File: src/rtl/cstr_pkg.sv
`timescale 1ns / 1ps
// ----------------------------------------------------------------------------
// cstr_pkg: shared types and constants of the cursor shape decoder
// Item layouts, register indexes, shape kinds, status codes and the command
// word that travels from the front end to the back end.
// ----------------------------------------------------------------------------
package cstr_pkg;

  // Sizing
  localparam int STORE_BYTES_DEF = 16384;
  localparam int QUEUE_DEPTH_DEF = 4;
  localparam int NUM_BANKS       = 4;
  localparam int ADDR_W          = 21;  // covers (2 * 511) * 2047 + 31
  localparam int PROD_W          = 20;  // 9 x 11 bit products

  // Field widths
  localparam int KIND_W     = 2;
  localparam int WIDTH_W    = 9;
  localparam int HEIGHT_W   = 10;
  localparam int PITCH_W    = 11;
  localparam int COUNT_W    = 15;
  localparam int BADDR_W    = 14;
  localparam int CFG_IDX_W  = 3;
  localparam int CFG_DATA_W = 15;

  // Pixel constants
  localparam logic [7:0] MSB_MASK = 8'h80;
  localparam logic [7:0] FULL     = 8'hFF;

  // Configuration register indexes
  localparam logic [CFG_IDX_W-1:0] REG_KIND   = 3'd0;
  localparam logic [CFG_IDX_W-1:0] REG_WIDTH  = 3'd1;
  localparam logic [CFG_IDX_W-1:0] REG_HEIGHT = 3'd2;
  localparam logic [CFG_IDX_W-1:0] REG_PITCH  = 3'd3;
  localparam logic [CFG_IDX_W-1:0] REG_COUNT  = 3'd4;

  // Shape kinds
  localparam logic [KIND_W-1:0] KIND_MONO   = 2'd0;
  localparam logic [KIND_W-1:0] KIND_COLOR  = 2'd1;
  localparam logic [KIND_W-1:0] KIND_MASKED = 2'd2;
  localparam logic [KIND_W-1:0] KIND_NONE   = 2'd3;

  // Item modes
  localparam logic MODE_LOAD  = 1'b0;
  localparam logic MODE_PIXEL = 1'b1;

  // Result status
  localparam logic [1:0] ST_OK      = 2'd0;
  localparam logic [1:0] ST_BAD     = 2'd1;
  localparam logic [1:0] ST_OUTSIDE = 2'd2;

  typedef struct packed {
    logic               mode;
    logic [BADDR_W-1:0] byte_addr;
    logic [7:0]         byte_value;
    logic [7:0]         pixel_x;
    logic [8:0]         pixel_y;
  } in_item_t;

  typedef struct packed {
    logic [7:0]          red;
    logic [7:0]          green;
    logic [7:0]          blue;
    logic [7:0]          alpha;
    logic [WIDTH_W-1:0]  image_width;
    logic [HEIGHT_W-1:0] image_height;
    logic [1:0]          status;
  } out_item_t;

  typedef struct packed {
    logic [KIND_W-1:0]   kind;
    logic [WIDTH_W-1:0]  width;
    logic [HEIGHT_W-1:0] height;
    logic [PITCH_W-1:0]  pitch;
    logic [COUNT_W-1:0]  count;
  } cfg_t;

  typedef enum logic [1:0] {
    OP_LOAD  = 2'd0,
    OP_MONO  = 2'd1,
    OP_COLOR = 2'd2,
    OP_FLAG  = 2'd3
  } op_t;

  // Classified item handed to the back end
  typedef struct packed {
    op_t                 op;
    logic [ADDR_W-1:0]   addr_a;   // load address, AND byte or pixel base
    logic [ADDR_W-1:0]   addr_b;   // XOR byte
    logic                ok_a;     // bytes of addr_a inside the valid count
    logic                ok_b;
    logic [2:0]          bit_sel;
    logic                masked;
    logic [7:0]          wdata;
    logic [WIDTH_W-1:0]  img_w;
    logic [HEIGHT_W-1:0] img_h;
    logic [1:0]          status;
  } cmd_t;

endpackage

File: src/rtl/cstr_queue.sv
`timescale 1ns / 1ps
// ----------------------------------------------------------------------------
// cstr_queue: command queue between front end and back end
// Small register FIFO of classified items.
// ----------------------------------------------------------------------------
module cstr_queue #(
  parameter int DEPTH = cstr_pkg::QUEUE_DEPTH_DEF
) (
  input  logic           clk,
  input  logic           rst_n,
  input  logic           push,
  input  cstr_pkg::cmd_t push_cmd,
  input  logic           pop,
  output cstr_pkg::cmd_t head_cmd,
  output logic           full,
  output logic           empty
);

  localparam int PTR_W = (DEPTH > 1) ? $clog2(DEPTH) : 1;
  localparam int CNT_W = $clog2(DEPTH + 1);

  cstr_pkg::cmd_t    mem_r [DEPTH];
  logic [PTR_W-1:0]  wr_ptr_r, wr_ptr_nxt;
  logic [PTR_W-1:0]  rd_ptr_r, rd_ptr_nxt;
  logic [CNT_W-1:0]  cnt_r, cnt_nxt;
  logic              do_push, do_pop;

  assign full     = (cnt_r == CNT_W'(DEPTH));
  assign empty    = (cnt_r == '0);
  assign head_cmd = mem_r[rd_ptr_r];
  assign do_push  = push && !full;
  assign do_pop   = pop && !empty;

  // Pointer and fill count update
  always_comb begin
    wr_ptr_nxt = wr_ptr_r;
    rd_ptr_nxt = rd_ptr_r;
    cnt_nxt    = cnt_r;
    if (do_push) begin
      wr_ptr_nxt = (wr_ptr_r == PTR_W'(DEPTH - 1)) ? '0 : wr_ptr_r + 1'b1;
    end
    if (do_pop) begin
      rd_ptr_nxt = (rd_ptr_r == PTR_W'(DEPTH - 1)) ? '0 : rd_ptr_r + 1'b1;
    end
    if (do_push && !do_pop) begin
      cnt_nxt = cnt_r + 1'b1;
    end else if (do_pop && !do_push) begin
      cnt_nxt = cnt_r - 1'b1;
    end
  end

  always_ff @(posedge clk) begin
    if (!rst_n) begin
      wr_ptr_r <= '0;
      rd_ptr_r <= '0;
      cnt_r    <= '0;
    end else begin
      wr_ptr_r <= wr_ptr_nxt;
      rd_ptr_r <= rd_ptr_nxt;
      cnt_r    <= cnt_nxt;
    end
  end

  // Entry storage
  always_ff @(posedge clk) begin
    if (do_push) begin
      mem_r[wr_ptr_r] <= push_cmd;
    end
  end

`ifndef SYNTHESIS
  a_cnt_bound: assert property (@(posedge clk) disable iff (!rst_n)
    cnt_r <= CNT_W'(DEPTH))
    else $error("queue fill count beyond depth");
`endif

endmodule

File: config.mk
export PLATFORM = sky130hd
export DESIGN_NAME = cstr_queue
export DESIGN_NICKNAME = d
export VERILOG_FILES = /design/src/rtl/cstr_pkg.sv /design/src/rtl/cstr_queue.sv
export SDC_FILE = /design/constraint.sdc
export NUM_CORES = 1
export LEC_CHECK = 0
export BUFFER_PORTS_ARGS = -buffer_cell sky130_fd_sc_hd__buf_2
export CAP_MARGIN = 20
export CORE_AREA = 2 2 157 159
export DETAILED_ROUTE_END_ITERATION = 12
export DIE_AREA = 0 0 159 161
export PLACE_DENSITY = 0.71
export RECOVER_POWER = 50
export SLEW_MARGIN = 20
export SYNTH_ARGS = -nofsm -noshare
export SYNTH_HDL_FRONTEND = slang
export SYNTH_SLANG_ARGS = --single-unit
File: constraint.sdc
create_clock -name clk -period 4 [get_ports clk]
set_input_delay 0.2 -clock clk [delete_from_list [all_inputs] [get_ports clk]]
set_output_delay 0.2 -clock clk [all_outputs]
set_load 0.05 [all_outputs]
# After elaboration in Yosys (flattened, before gate mapping)
# Memory sizes are Yosys's and may differ from the RTL's. A register that Yosys moved wholly into a read port is not among the register bits.
# Cells that the tools add are included.
# classes
add_sub_neg,4
eq_ne,3
n_mux,8
n_reduce_logical,10
# op_table
operator,n
$mux 2,4
$mux 3,2
$add 2x1->2 const B,2
$eq 2x2->1 const B,2
$logic_and 1x1->1,4
$logic_not 1->1,4
$add 3x1->3 const B,1
$eq 3x3->1 const B,1
$logic_not 3->1,1
$sub 3x1->3 const B,1
$mux 1,2
$reduce_bool 2->1,1
# word_totals
regBits,7
ramBits,316
in_bits,83
out_inout_bits,81
word_cells,29
n_memories,1
# memory_table
memory,depth,width,read_ports,rd_ports_with_merged_regs,wr,line,text
mem_r,4,79,1,1,1,cstr_queue.sv:22,cstr_pkg::cmd_t mem_r [DEPTH];

# Longest topological paths before layout
# logic_depth
ltp_word,7
mapped_depth,9
mapped_depth_nobuf,8

# Worst setup path before layout
# OpenSTA, ideal clock, no wires.
# synth_path
path_kind,reg-to-reg
from,reg cnt_r[2]
to,"mem mem_r[0][0] (netlist bit), enable pin"
setup_ns,0.611
arrival_ns,2.882
setup_slack_ns,0.507
path_stages_with_launch,5
n_path_buf,1
period_less_slack_ns,3.493
path_cell_list,dfxtp_1 -> nor3b_1 -> nor2b_1 -> clkbuf_1 -> and2_1
# synth_via
elab_chain_cells,5
# synth_rtl
item,line,text
from (decl),cstr_queue.sv:25,"logic [CNT_W-1:0] cnt_r, cnt_nxt;"
from (signal assigned),cstr_queue.sv:60,cnt_r <= cnt_nxt;
$eq 3x3->1,cstr_queue.sv:28,assign full = (cnt_r == CNT_W'(DEPTH));
via full,cstr_queue.sv:15,"output logic full,"
$logic_not 1->1,cstr_queue.sv:31,assign do_push = push && !full;
$logic_and 1x1->1,cstr_queue.sv:31,
via do_push,cstr_queue.sv:26,"logic do_push, do_pop;"
$mux 1,cstr_queue.sv:66,if (do_push) begin
$mux 1 (not written as such),cstr_queue.sv:67,mem_r[wr_ptr_r] <= push_cmd;
to (decl),cstr_queue.sv:22,
# The timed path passes the listed nets, and every way through them passes these cells.

# Worst setup path after layout
# layout_path
from,reg cnt_r[0]
to,"mem mem_r[2][29] (netlist bit), enable pin"
# layout_via
elab_chain_cells,5
# layout_rtl
item,line
$eq 3x3->1,cstr_queue.sv:28
$logic_not 1->1,cstr_queue.sv:31
$logic_and 1x1->1,cstr_queue.sv:31
$mux 1,cstr_queue.sv:66
$mux 1 (not written as such),cstr_queue.sv:67
# No other way between the ends.

==> summary.md <==
| Metric | Value |
|---|---|
| Fmax | `between 0.3 and 0.4 GHz` |
| R2R Setup Slk | `1000 ps` |
| Syn_area_per_cell | `about 26 um^2` |
| Min Tclk post-route | `approximately 3000 ps` |
| Filler Cell Count | `1737` |
| Initial antenna violation count | `1` |
| Unique masters post-synth | `25` |
| Total track usage | `17.2%` |
| GP Congestion | `roughly 0.71` |
| Most frequent cells in the layout | `316 x edfxtp_1, 88 x clkbuf_1, 82 x buf_2` |
| DIE WIDTH | `approximately 160 um` |
| WL/cell | `between 20 and 25 um` |
| Vias in the first global route | `6055` |
| Status | `completed` |
| Longest Clk Path Bufs | `3` |
| Launch point of the worst reg-to-reg path | `cnt_r[0]` |
| Reg2reg end | `mem_r[2][29]` |
| Leakage | `4.79 nW` |
| Largest net degree at the start of global routing | `57` |
| Worst-margin pin slew | `about 1400 ps` |
| Rel. slew slack | `a little under 5%` |
| Nets | `823` |
| Clock Latency Late Sink | `540 ps` |
| DP Area | `~0.013 mm^2` |
| CTS tree | `done` |
| Mapped Nets | `554` |
| Num CTS Buffers | `31` |
| Total of max-cap violations | `0` |
| Crit path DAT | `around 3200 ps` |
| Post-Syn Area | `0.0119 mm^2` |
| Part of the Yosys area used for sequential elements | `81.6%` |
| Post-layout util | `61.5%` |
| Die height | `161 um` |
| Crit-path max cell delay | `1210 ps` |
| Top-area cell type share of the netlist area | `80.0%` |
| Skew final | `8.28 ps` |
| Core ar. | `0.0240 mm^2` |
| First-pass DRT Iterations | `4` |
| Critical Path End Type | `flip-flop` |
| First-pass GRT wire length | `34.1 mm` |
| Req. time, crit path | `between 4000 and 5000 ps` |
| Die area | `0.0256 mm^2` |
| Buf/Inv on CP | `1` |
| Layout Area Growth over Synthesis | `24.3%` |
| R2r worst-path depth | `4` |
| Max Transition Viols Final | `0` |
| Placed Cells | `944` |
| Non-Filler Instances | `1079` |
| Syn Inst Count | `464` |
| Layout cells sized above 1 | `between 20% and 30%` |
| Commonest non-fill, non-tap cell in the layout | `edfxtp_1` |
| Initial Utilization | `49.5%` |
| Clock Sink Count | `approximately 330` |
| Hold Path Class | `in -> reg` |
| Fin. Hold Viols | `0` |
| Hold slack final | `between 100 and 150 ps` |
| Row cnt | `57` |
| Final setup viols | `0` |
| Synth warn | `0` |
| Fin Setup TNS | `0 ps` |
| # DRC | `0` |
| H-tree Lvls | `1` |
| Slowest-stage cell, CP | `and2_2` |
| Crit path max-delay family | `simple AND/OR/NAND/NOR gates` |
| Root buffer cell | `clkbuf_16` |
| Pwr Density | `685 mW/mm^2` |
| Total Wirelength | `21.7 mm` |
| Crit start category | `flip-flop` |
| Ranking of synthesized cells by area | `edfxtp_1 80%, mux4_2 15%, dfxtp_1 1.5%` |
| Final Cell Area | `0.0147 mm^2` |
| Final Cycle Share | `75.1%` |
| Peak VDD IR | `0.000342 V` |
| HPWL Detailed | `13.4 mm` |
| I/O pin count | `164` |
| Min-Delay Startpoint | `pop` |
| RSZ-0062 raised after global routing | `no` |
| Seq cells post-synth | `325` |
| Via Count | `5625` |
| Clock transition at path regs | `60 ps` |
| Crit-path cells | `nor3b_1 -> nor2b_1 -> and2_2 -> buf_4` |
| CP max FO | `55` |
| Initial DRC count | `between 300 and 400` |
| Global route overflow | `0` |
| Critical path type | `reg -> reg` |
| Final antenna-violating net count | `0` |
| Worst hold stages | `3` |
| Input/output buffers | `163` |
| Post-DR vias/cell | `5.21` |
| Biggest area consumer among synthesized cells | `edfxtp_1` |
## cells by family (layout without fill, tap and decap cells)
group / after synthesis / in the layout / share of synthesized area (%)
buf+inv: 23 / 313 / 1.12
other cells: 0 / 1 / 0
fa+ha+maj: 7 / 7 / 0.802
xor+xnor: 2 / 2 / 0.148
compound gates: 5 / 5 / 0.253
flops: 325 / 325 / 81.6
simple gates: 20 / 20 / 0.865
mux: 82 / 82 / 15.3
## routing by layer
layer | vias up | GRT usage [%] | wire (um)
met5 | - | 0 | 0
met4 | 0 | 3.97 | 335
met3 | 33 | 3.75 | 1300
met2 | 168 | 28.3 | 10800
met1 | 2911 | 24.1 | 9250
li1 | 2513 | - | -
## flip-flops by register name, indices dropped and copies added, names as in the netlist, named ones only
name,flops
rd_ptr_r,2
mem_r,316
wr_ptr_r,2
cnt_r,3
## stage by stage
step	worst slack [ps]	power [W]
floorplan	507	0.00676
global placement	1540	0.00741
detailed placement	1380	0.00747
CTS	1030	0.0102
global route	752	0.0105
finish	996	0.0101
## where the power goes
group          switching (W)  total [W]  internal, W
clock                0.00115    0.00270      0.00155
combinational        0.00206    0.00302     0.000964
sequential          0.000216    0.00437      0.00415
total                0.00343     0.0101      0.00666
## synth_stat cells
| master | number |
|---|---|
| fa_1 | 1 |
| buf_12 | 1 |
| nor3_1 | 1 |
| mux4_2 | 79 |
| o21ai_0 | 3 |
| a21boi_0 | 1 |
| nor2b_1 | 2 |
| edfxtp_1 | 316 |
| dfxtp_1 | 9 |
| nand3_1 | 2 |
| buf_6 | 1 |
| or3_1 | 1 |
| buf_2 | 9 |
| mux2i_1 | 3 |
| and2_1 | 5 |
| inv_1 | 3 |
| xnor2_1 | 1 |
| clkbuf_1 | 8 |
| buf_8 | 1 |
| o31ai_1 | 1 |
| nand2_1 | 6 |
| nor3b_1 | 1 |
| ha_1 | 6 |
| nor2_1 | 2 |
| xor2_1 | 1 |
## tightest hold or removal path, delay by kind of cell
kind | cells | cell delay (ps)
compound gates | 2 | 310
buf+inv | 1 | 110
## worst max-delay path by stage
stage                          from            to  slack [ps]  depth (start not counted)
after floorplan            cnt_r[2]   mem_r[0][0]         510                          4
after global placement     cnt_r[0]  mem_r[0][62]        1540                          4
after detailed placement   cnt_r[0]  mem_r[3][36]        1380                          4
after CTS                 flip-flop  head_cmd[30]        1030                          3
after global routing       cnt_r[0]  mem_r[2][30]         750                          4
final                      cnt_r[0]  mem_r[2][29]        1000                          4
## cell type report
type,count,area (um^2),share of cell area [%]
Timing Repair Buffer,256,1630,11.1
Clock inverter,16,143,0.968
Antenna cell,1,2.50,0.0170
Clock buffer,38,802,5.44
Sequential cell,325,9680,65.7
Inverter,3,11.3,0.0764
Multi-Input combinational cell,116,2060,14.0
Tap cell,324,405,2.75
## repair_timing
item	CTS	global route
gates resized for setup	0	0
hold buffers	80	0
hold endpoints to repair	317	0
setup buffers	0	0
(Power assumes the default switching activity.)
