===== src/rtl/cstr_pkg.sv =====
`timescale 1ns / 1ps
// ----------------------------------------------------------------------------
// cstr_pkg: shared types and constants of the cursor shape decoder
// Item layouts, register indexes, shape kinds, status codes and the command
// word that travels from the front end to the back end.
// ----------------------------------------------------------------------------
package cstr_pkg;

  // Sizing
  localparam int STORE_BYTES_DEF = 16384;
  localparam int QUEUE_DEPTH_DEF = 4;
  localparam int NUM_BANKS       = 4;
  localparam int ADDR_W          = 21;  // covers (2 * 511) * 2047 + 31
  localparam int PROD_W          = 20;  // 9 x 11 bit products

  // Field widths
  localparam int KIND_W     = 2;
  localparam int WIDTH_W    = 9;
  localparam int HEIGHT_W   = 10;
  localparam int PITCH_W    = 11;
  localparam int COUNT_W    = 15;
  localparam int BADDR_W    = 14;
  localparam int CFG_IDX_W  = 3;
  localparam int CFG_DATA_W = 15;

  // Pixel constants
  localparam logic [7:0] MSB_MASK = 8'h80;
  localparam logic [7:0] FULL     = 8'hFF;

  // Configuration register indexes
  localparam logic [CFG_IDX_W-1:0] REG_KIND   = 3'd0;
  localparam logic [CFG_IDX_W-1:0] REG_WIDTH  = 3'd1;
  localparam logic [CFG_IDX_W-1:0] REG_HEIGHT = 3'd2;
  localparam logic [CFG_IDX_W-1:0] REG_PITCH  = 3'd3;
  localparam logic [CFG_IDX_W-1:0] REG_COUNT  = 3'd4;

  // Shape kinds
  localparam logic [KIND_W-1:0] KIND_MONO   = 2'd0;
  localparam logic [KIND_W-1:0] KIND_COLOR  = 2'd1;
  localparam logic [KIND_W-1:0] KIND_MASKED = 2'd2;
  localparam logic [KIND_W-1:0] KIND_NONE   = 2'd3;

  // Item modes
  localparam logic MODE_LOAD  = 1'b0;
  localparam logic MODE_PIXEL = 1'b1;

  // Result status
  localparam logic [1:0] ST_OK      = 2'd0;
  localparam logic [1:0] ST_BAD     = 2'd1;
  localparam logic [1:0] ST_OUTSIDE = 2'd2;

  typedef struct packed {
    logic               mode;
    logic [BADDR_W-1:0] byte_addr;
    logic [7:0]         byte_value;
    logic [7:0]         pixel_x;
    logic [8:0]         pixel_y;
  } in_item_t;

  typedef struct packed {
    logic [7:0]          red;
    logic [7:0]          green;
    logic [7:0]          blue;
    logic [7:0]          alpha;
    logic [WIDTH_W-1:0]  image_width;
    logic [HEIGHT_W-1:0] image_height;
    logic [1:0]          status;
  } out_item_t;

  typedef struct packed {
    logic [KIND_W-1:0]   kind;
    logic [WIDTH_W-1:0]  width;
    logic [HEIGHT_W-1:0] height;
    logic [PITCH_W-1:0]  pitch;
    logic [COUNT_W-1:0]  count;
  } cfg_t;

  typedef enum logic [1:0] {
    OP_LOAD  = 2'd0,
    OP_MONO  = 2'd1,
    OP_COLOR = 2'd2,
    OP_FLAG  = 2'd3
  } op_t;

  // Classified item handed to the back end
  typedef struct packed {
    op_t                 op;
    logic [ADDR_W-1:0]   addr_a;   // load address, AND byte or pixel base
    logic [ADDR_W-1:0]   addr_b;   // XOR byte
    logic                ok_a;     // bytes of addr_a inside the valid count
    logic                ok_b;
    logic [2:0]          bit_sel;
    logic                masked;
    logic [7:0]          wdata;
    logic [WIDTH_W-1:0]  img_w;
    logic [HEIGHT_W-1:0] img_h;
    logic [1:0]          status;
  } cmd_t;

endpackage


===== src/rtl/cstr_front.sv =====
`timescale 1ns / 1ps
// ----------------------------------------------------------------------------
// cstr_front: item intake and classification
// Registers each item with its status, image size and row products, then works
// out store addresses and count checks and queues the resulting command.
// ----------------------------------------------------------------------------
module cstr_front #(
  parameter int STORE_BYTES = cstr_pkg::STORE_BYTES_DEF
) (
  input  logic               clk,
  input  logic               rst_n,
  input  logic               start,
  output logic               busy,
  input  cstr_pkg::in_item_t item,
  input  cstr_pkg::cfg_t     cfg,
  input  logic               q_full,
  output logic               q_push,
  output cstr_pkg::cmd_t     q_cmd
);

  localparam int AW = cstr_pkg::ADDR_W;
  localparam int PW = cstr_pkg::PROD_W;

  logic                         accept;
  logic                         bad_c, outside_c;
  logic [cstr_pkg::HEIGHT_W-1:0] img_h_c;
  logic [8:0]                   half_h_c;

  logic                          a_vld_r, a_vld_nxt;
  cstr_pkg::in_item_t            a_item_r;
  logic [1:0]                    a_status_r;
  logic [cstr_pkg::WIDTH_W-1:0]  a_img_w_r;
  logic [cstr_pkg::HEIGHT_W-1:0] a_img_h_r;
  logic [PW-1:0]                 a_prod_r;
  logic [PW-1:0]                 a_plane_r;

  logic [AW-1:0] count_c, and_addr_c, xor_addr_c, base_c;
  logic          drop_c;

  assign accept = start && !busy;
  assign busy   = a_vld_r && q_full;

  // Setup and bounds checks on the incoming pixel request
  always_comb begin
    half_h_c  = cfg.height[cstr_pkg::HEIGHT_W-1:1];
    img_h_c   = (cfg.kind == cstr_pkg::KIND_MONO) ? {1'b0, half_h_c} : cfg.height;
    bad_c     = (cfg.count == '0) || (cfg.width == '0) || (cfg.height == '0) ||
                (cfg.pitch == '0) || (cfg.kind == cstr_pkg::KIND_NONE);
    outside_c = ({1'b0, item.pixel_x} >= cfg.width) ||
                ({1'b0, item.pixel_y} >= img_h_c);
  end

  assign a_vld_nxt = accept ? 1'b1 : (a_vld_r && q_full);

  always_ff @(posedge clk) begin
    if (!rst_n) begin
      a_vld_r <= 1'b0;
    end else begin
      a_vld_r <= a_vld_nxt;
    end
  end

  // Stage A payload: item, status and row products
  always_ff @(posedge clk) begin
    if (accept) begin
      a_item_r  <= item;
      a_prod_r  <= PW'(item.pixel_y) * PW'(cfg.pitch);
      a_plane_r <= PW'(half_h_c) * PW'(cfg.pitch);
      if (bad_c) begin
        a_status_r <= cstr_pkg::ST_BAD;
        a_img_w_r  <= '0;
        a_img_h_r  <= '0;
      end else begin
        a_status_r <= outside_c ? cstr_pkg::ST_OUTSIDE : cstr_pkg::ST_OK;
        a_img_w_r  <= cfg.width;
        a_img_h_r  <= img_h_c;
      end
    end
  end

  // Store addresses and valid-count checks
  always_comb begin
    count_c    = (AW'(cfg.count) > AW'(STORE_BYTES)) ? AW'(STORE_BYTES) : AW'(cfg.count);
    and_addr_c = AW'(a_prod_r) + AW'(a_item_r.pixel_x[7:3]);
    xor_addr_c = and_addr_c + AW'(a_plane_r);
    base_c     = AW'(a_prod_r) + AW'({a_item_r.pixel_x, 2'b00});
    drop_c     = (a_item_r.mode == cstr_pkg::MODE_LOAD) &&
                 (AW'(a_item_r.byte_addr) >= AW'(STORE_BYTES));
  end

  // Command build
  always_comb begin
    q_cmd         = '0;
    q_cmd.addr_b  = xor_addr_c;
    q_cmd.ok_b    = (xor_addr_c < count_c);
    q_cmd.bit_sel = a_item_r.pixel_x[2:0];
    q_cmd.masked  = (cfg.kind == cstr_pkg::KIND_MASKED);
    q_cmd.wdata   = a_item_r.byte_value;
    q_cmd.img_w   = a_img_w_r;
    q_cmd.img_h   = a_img_h_r;
    q_cmd.status  = a_status_r;
    if (a_item_r.mode == cstr_pkg::MODE_LOAD) begin
      q_cmd.op     = cstr_pkg::OP_LOAD;
      q_cmd.addr_a = AW'(a_item_r.byte_addr);
      q_cmd.ok_a   = 1'b1;
    end else if (a_status_r != cstr_pkg::ST_OK) begin
      q_cmd.op     = cstr_pkg::OP_FLAG;
      q_cmd.addr_a = base_c;
      q_cmd.ok_a   = 1'b0;
    end else if (cfg.kind == cstr_pkg::KIND_MONO) begin
      q_cmd.op     = cstr_pkg::OP_MONO;
      q_cmd.addr_a = and_addr_c;
      q_cmd.ok_a   = (and_addr_c < count_c);
    end else begin
      q_cmd.op     = cstr_pkg::OP_COLOR;
      q_cmd.addr_a = base_c;
      q_cmd.ok_a   = ((base_c + AW'(3)) < count_c);
    end
  end

  // Loads beyond the store leave stage A without a command
  assign q_push = a_vld_r && !q_full && !drop_c;

endmodule


===== config.mk =====
export PLATFORM = sky130hd
export DESIGN_NAME = cstr_front
export DESIGN_NICKNAME = d
export VERILOG_FILES = /design/src/rtl/cstr_pkg.sv /design/src/rtl/cstr_front.sv
export SDC_FILE = /design/constraint.sdc
export NUM_CORES = 1
export LEC_CHECK = 0
export BUFFER_PORTS_ARGS = -buffer_cell sky130_fd_sc_hd__buf_4
export CORE_MARGIN = 2
export CORE_UTILIZATION = 44
export CTS_BUF_LIST = sky130_fd_sc_hd__clkbuf_8
export CTS_CLUSTER_DIAMETER = 30
export DETAILED_ROUTE_END_ITERATION = 6
export PLACE_DENSITY = 0.65
export SLEW_MARGIN = 15
export SYNTH_ARGS = -nofsm -noshare
export SYNTH_HDL_FRONTEND = slang
export SYNTH_SLANG_ARGS = --single-unit

===== constraint.sdc =====
create_clock -name clk -period 11.8 [get_ports clk]
set_input_delay 0.59 -clock clk [delete_from_list [all_inputs] [get_ports clk]]
set_output_delay 0.59 -clock clk [all_outputs]
set_load 0.02 [all_outputs]

* Word-level counts from Yosys, hierarchy flattened
Index checks and enable logic that the tools add are counted.
** Cells by class
- $add $sub $neg :: 4
- Multipliers :: 2
- Magnitude comparators :: 6
- Eq/ne operators :: 2
- Mux-type cells :: 10
- Reductions and logical operators :: 16
** Operators by type and width (number)
- $mux 23 :: 3
- $lt 21x15->1 :: 3
- $mul 9x11->20 :: 2
- $add 20x10->21 :: 1
- $add 20x5->21 :: 1
- $add 21x2->21 const B :: 1
- $add 21x20->21 :: 1
- $gt 15x15->1 const B :: 1
- $logic_not 15->1 :: 1
- $mux 15 :: 1
- $logic_not 11->1 :: 1
- $ge 9x10->1 :: 1
- $logic_not 10->1 :: 1
- $mux 10 :: 1
- $ge 8x9->1 :: 1
- $logic_not 9->1 :: 1
- $logic_or 1x1->1 :: 5
- $eq 2x2->1 const B :: 2
- $mux 1 :: 4
- $logic_and 1x1->1 :: 3
- $logic_not 1->1 :: 2
- $logic_not 2->1 :: 1
- $mux 2 :: 1
- $reduce_bool 2->1 :: 1
** Storage, ports and cells
- Register bits after elaboration :: 93
- Bits of input ports :: 91
- Output and inout port bits :: 81

* Depth between registers and ports, before layout
- Depth after elaboration :: 6
- Gate-level depth with buffers :: 21
- Mapped depth without buffers :: 20

* Least setup slack after synthesis
No wires, ideal clock.
- Path type :: register -> output
- Start :: register a_prod_r[0]
- End :: output q_cmd[33] (netlist bit)
- Arrival :: 5.407 ns
- Required time :: 11.210 ns
- Path slack :: 5.803 ns
- Stages on the path, launching flop included :: 21
- Buffers on the path :: 0
- Cells stage by stage :: edfxtp_1 -> ha_1 -> fa_1 -> a211oi_1 -> o21bai_1 -> nand2_1 -> xnor2_1 -> ha_1 -> a2111oi_0 -> o21ai_0 -> a31o_2 -> a21o_1 -> a21o_1 -> a21oi_1 -> xnor2_1 -> ha_1 -> o21ai_0 -> a21oi_1 -> or4b_1 -> a211o_1 -> nor4_1
** RTL lines
- from (decl) :: RTL line cstr_front.sv:34 : logic [PW-1:0] a_prod_r;
- from (signal assigned) :: RTL line cstr_front.sv:67 : a_prod_r <= PW'(item.pixel_y) * PW'(cfg.pitch);
- to (decl) :: RTL line cstr_front.sv:18 : output cstr_pkg::cmd_t q_cmd

==> flow_summary.ini <==
[power]
power_mw = 3.56
p_leak_nw = 7.10
ir_worst_vdd_mv = 0.263
p_per_area_mw_per_mm2 = 234

[sta]
worstMarginPinSlew_ps = 923
setup_tns_ps = 0
fin_crit_ps = 6710
skew_ps = 22.7
grt_setup_unrepaired = no
finalSetupViolations = 0
fin_crit_sh_pct = 56.8
relSlewSlack_pct = 38.5
final-hold-violation-count = 0
drv_slew = 0
fmax_mhz = 149

[clock_network]
cts_setup_buffers = 0
cts_root_buf = clkbuf_8
holdBufCountCts = 0
numCtsBuffers = 9
htree_levels = 3
cts_resized = 0
insertion_delay_ps = 390
clockBufferDepth = 2
cts_tree = built
cts_sinks = 93
clk_pin_slew_ps = 110

[floorplan]
io_pins = 172
dieHeight_um = 179
initial_core_util_pct = 44.4
die-width_um = 179
num_rows = 64
fp.coreArea_mm2 = 0.0304
die_area_mm2 = 0.0321

[synth]
synth_top_family_by_area = adder cells
yosysTopAreaCellShare_pct = 20.4
async_flop_share_pct = 0
avgSynthCellArea_um2 = 9.18
synth_seq_area_share_pct = 20.6
synth-edff-count = 92
synthAdderAreaFrac_pct = 35.4
syn_inst = 1472
yosys.area_share.simple_pct = 18.7
synth_mux_area_share_pct = 1.31
synth_area_leader_cell = edfxtp_1
synth_commonest_cells = 181 x inv_1, 173 x ha_1, 168 x nand2_1, 131 x fa_1, 104 x and2_1
yosys_warnings = 0
synth_ff_type = edfxtp_1
synth_area_leaders = edfxtp_1 20%, fa_1 19%, ha_1 16%
synth_compound_area_share_pct = 10.8
yosys.area_share.xor_xnor_pct = 5.82
synth_area_mm2 = 0.0135
yosysMostFrequentCell = inv_1
ys_ff_latch = 93
synth.net_count = 1867
ys_types = 67

[cells_and_area]
antenna_cells = 0
nets = 1984
syn_to_final_growth_pct = 12.6
drive_above_1_share_pct = 13.6
fin_util_pct = 50.0
postLayoutCellArea_mm2 = 0.0152
fillCellCount = 2873

[placed_design]
hpwl_um = 27900
place_area_mm2 = 0.0150
numPortBuffers = 171
finalWeightedCongestion = 0.953

[routing]
drtIter0Drc = 621
routed_wl_um = 35000
vias = 10893
drc = 0
routedWlPerCell_um = 17.6
ant_nets = 0
vias_per_cell = 5.47
drt_pass1_iterations = 5

[job]
drv_cap = 0

[grt]
grt_pass1_wl_um = 55100
grt-ovfl-total = 0
grt_max_degree = 71
grt_usage_pct = 22.0
antenna_found_initial = 0
grt_pass1_vias = 10339

[critical_path]
reg2reg_from = a_vld_r$_SDFF_PN0_
critPathKind = reg -> out
cp_cell_sequence = ha_1 -> fa_1 -> a211oi_1 -> o21bai_1 -> nand2_1 -> xnor2_1 -> ha_1 -> a2111oi_0 -> o21ai_0 -> a31o_2 -> a21o_1 -> a21o_1 -> a21oi_1 -> xnor2_1 -> ha_1 -> o21ai_0 -> a21oi_1 -> or4b_1 -> a211o_1 -> nor4_1 -> buf_4
crit_required_ps = 11210
crit_buf_inv = 1
critPathLaunch = a_prod_r[0]$_DFFE_PP_
reg2regPathDepth = 3
cp_num_cells = 21
rr_endpoint = a_plane_r[15]$_DFFE_PP_
worstPathArrival_ps = 6120
r2r_slack_ps = 9490
worst_path_most_repeated_cell = ha_1
crit_slowest_cell = or4b_1
worstSetupEndpoint = q_cmd[33]
critical_path.startpoint_type = flip-flop
critPathMaxFanout = 5
cp-end-kind = output port
cp_slowest_stage_delay_ps = 550
crit_family = compound AO/OA/AOI/OAI gates

[run_status]
outcome = finished, final reports clean

[min_path]
holdPathStages = 1
hp-class = in -> reg
==> flip-flops by register name, indices dropped and copies added (netlist names) <==
register and flops:
a_img_w_r 9, a_vld_r 1, a_status_r 2, a_prod_r 20, a_img_h_r 10, a_item_r 20, q_cmd 11, a_plane_r 20
==> placed cells by master, fill, tap and decap left out, drive strengths merged, types with 5 or more instances in the layout <==
cell type	instances
o21ai	36
xnor2	61
nand3b	5
a211oi	11
a21oi	64
o21a	13
nor2	83
inv	185
and2	105
edfxtp	92
a2111oi	9
ha	173
xor2	28
a31oi	8
fa	131
nor4	16
nand4	19
o211ai	16
nand2	168
and3	9
nand3	25
buf	175
a21o	30
nor2b	11
or3	9
mux2i	12
clkbuf	9
nor3	21
mux2	5
nand2b	8
==> worst min path at each step <==
stage                        endpoint          startpoint  slack, ps
3_3_place_gp       a_vld_r$_SDFF_PN0_  a_vld_r$_SDFF_PN0_        650
6_report          q_cmd[27]$_DFFE_PP_            item[23]        370
5_1_grt           q_cmd[21]$_DFFE_PP_            item[17]        340
3_5_place_dp       a_vld_r$_SDFF_PN0_  a_vld_r$_SDFF_PN0_        670
4_1_cts           q_cmd[27]$_DFFE_PP_            item[23]        340
2_1_floorplan  a_item_r[12]$_DFFE_PP_            item[12]        690
==> area by class of cell <==
type	count	area (um2)	area share, %
Tap cell	396	495	3.25
Timing Repair Buffer	175	1310	8.63
Clock inverter	7	67.6	0.444
Multi-Input combinational cell	1128	9760	64.1
Clock buffer	9	124	0.814
Inverter	182	683	4.49
Sequential cell	93	2780	18.3
==> routing by layer <==
layer / vias up / global-route usage [%] / wire length [um]
met5: - / 0 / 0
met4: 0 / 4.64 / 534
met2: 376 / 34.6 / 15800
met3: 32 / 2.44 / 2250
met1: 5280 / 32.5 / 16400
li1: 5205 / - / -
==> report_power, final <==
group	switching [mW]	total, mW	internal (mW)	leakage [nW]
registers	0.0845	0.581	0.497	0.905
clock network	0.134	0.216	0.0823	0.0993
logic	1.59	2.76	1.17	6.10
total	1.81	3.56	1.75	7.10
==> through the flow <==
step / worst slack (ps) / std cells / hold slack, ps
6_report: 5090 / 1990 / 368
2_1_floorplan: 5800 / 1472 / 689
3_5_place_dp: 5590 / 1974 / 665
5_1_grt: 4620 / 1990 / 344
3_3_place_gp: 5770 / 1974 / 649
4_1_cts: 5100 / 1990 / 344
==> logic make-up (layout without fill, tap and decap cells) <==
logic type / count (synthesis) / after routing
AO/OA/AOI/OAI: 220 / 220
XOR/XNOR: 89 / 89
adder cells (fa/ha/maj): 304 / 304
buffers and inverters: 251 / 373
flip-flops: 93 / 93
multiplexers: 17 / 17
AND/OR/NAND/NOR: 498 / 498
(Power assumes the default switching activity.)
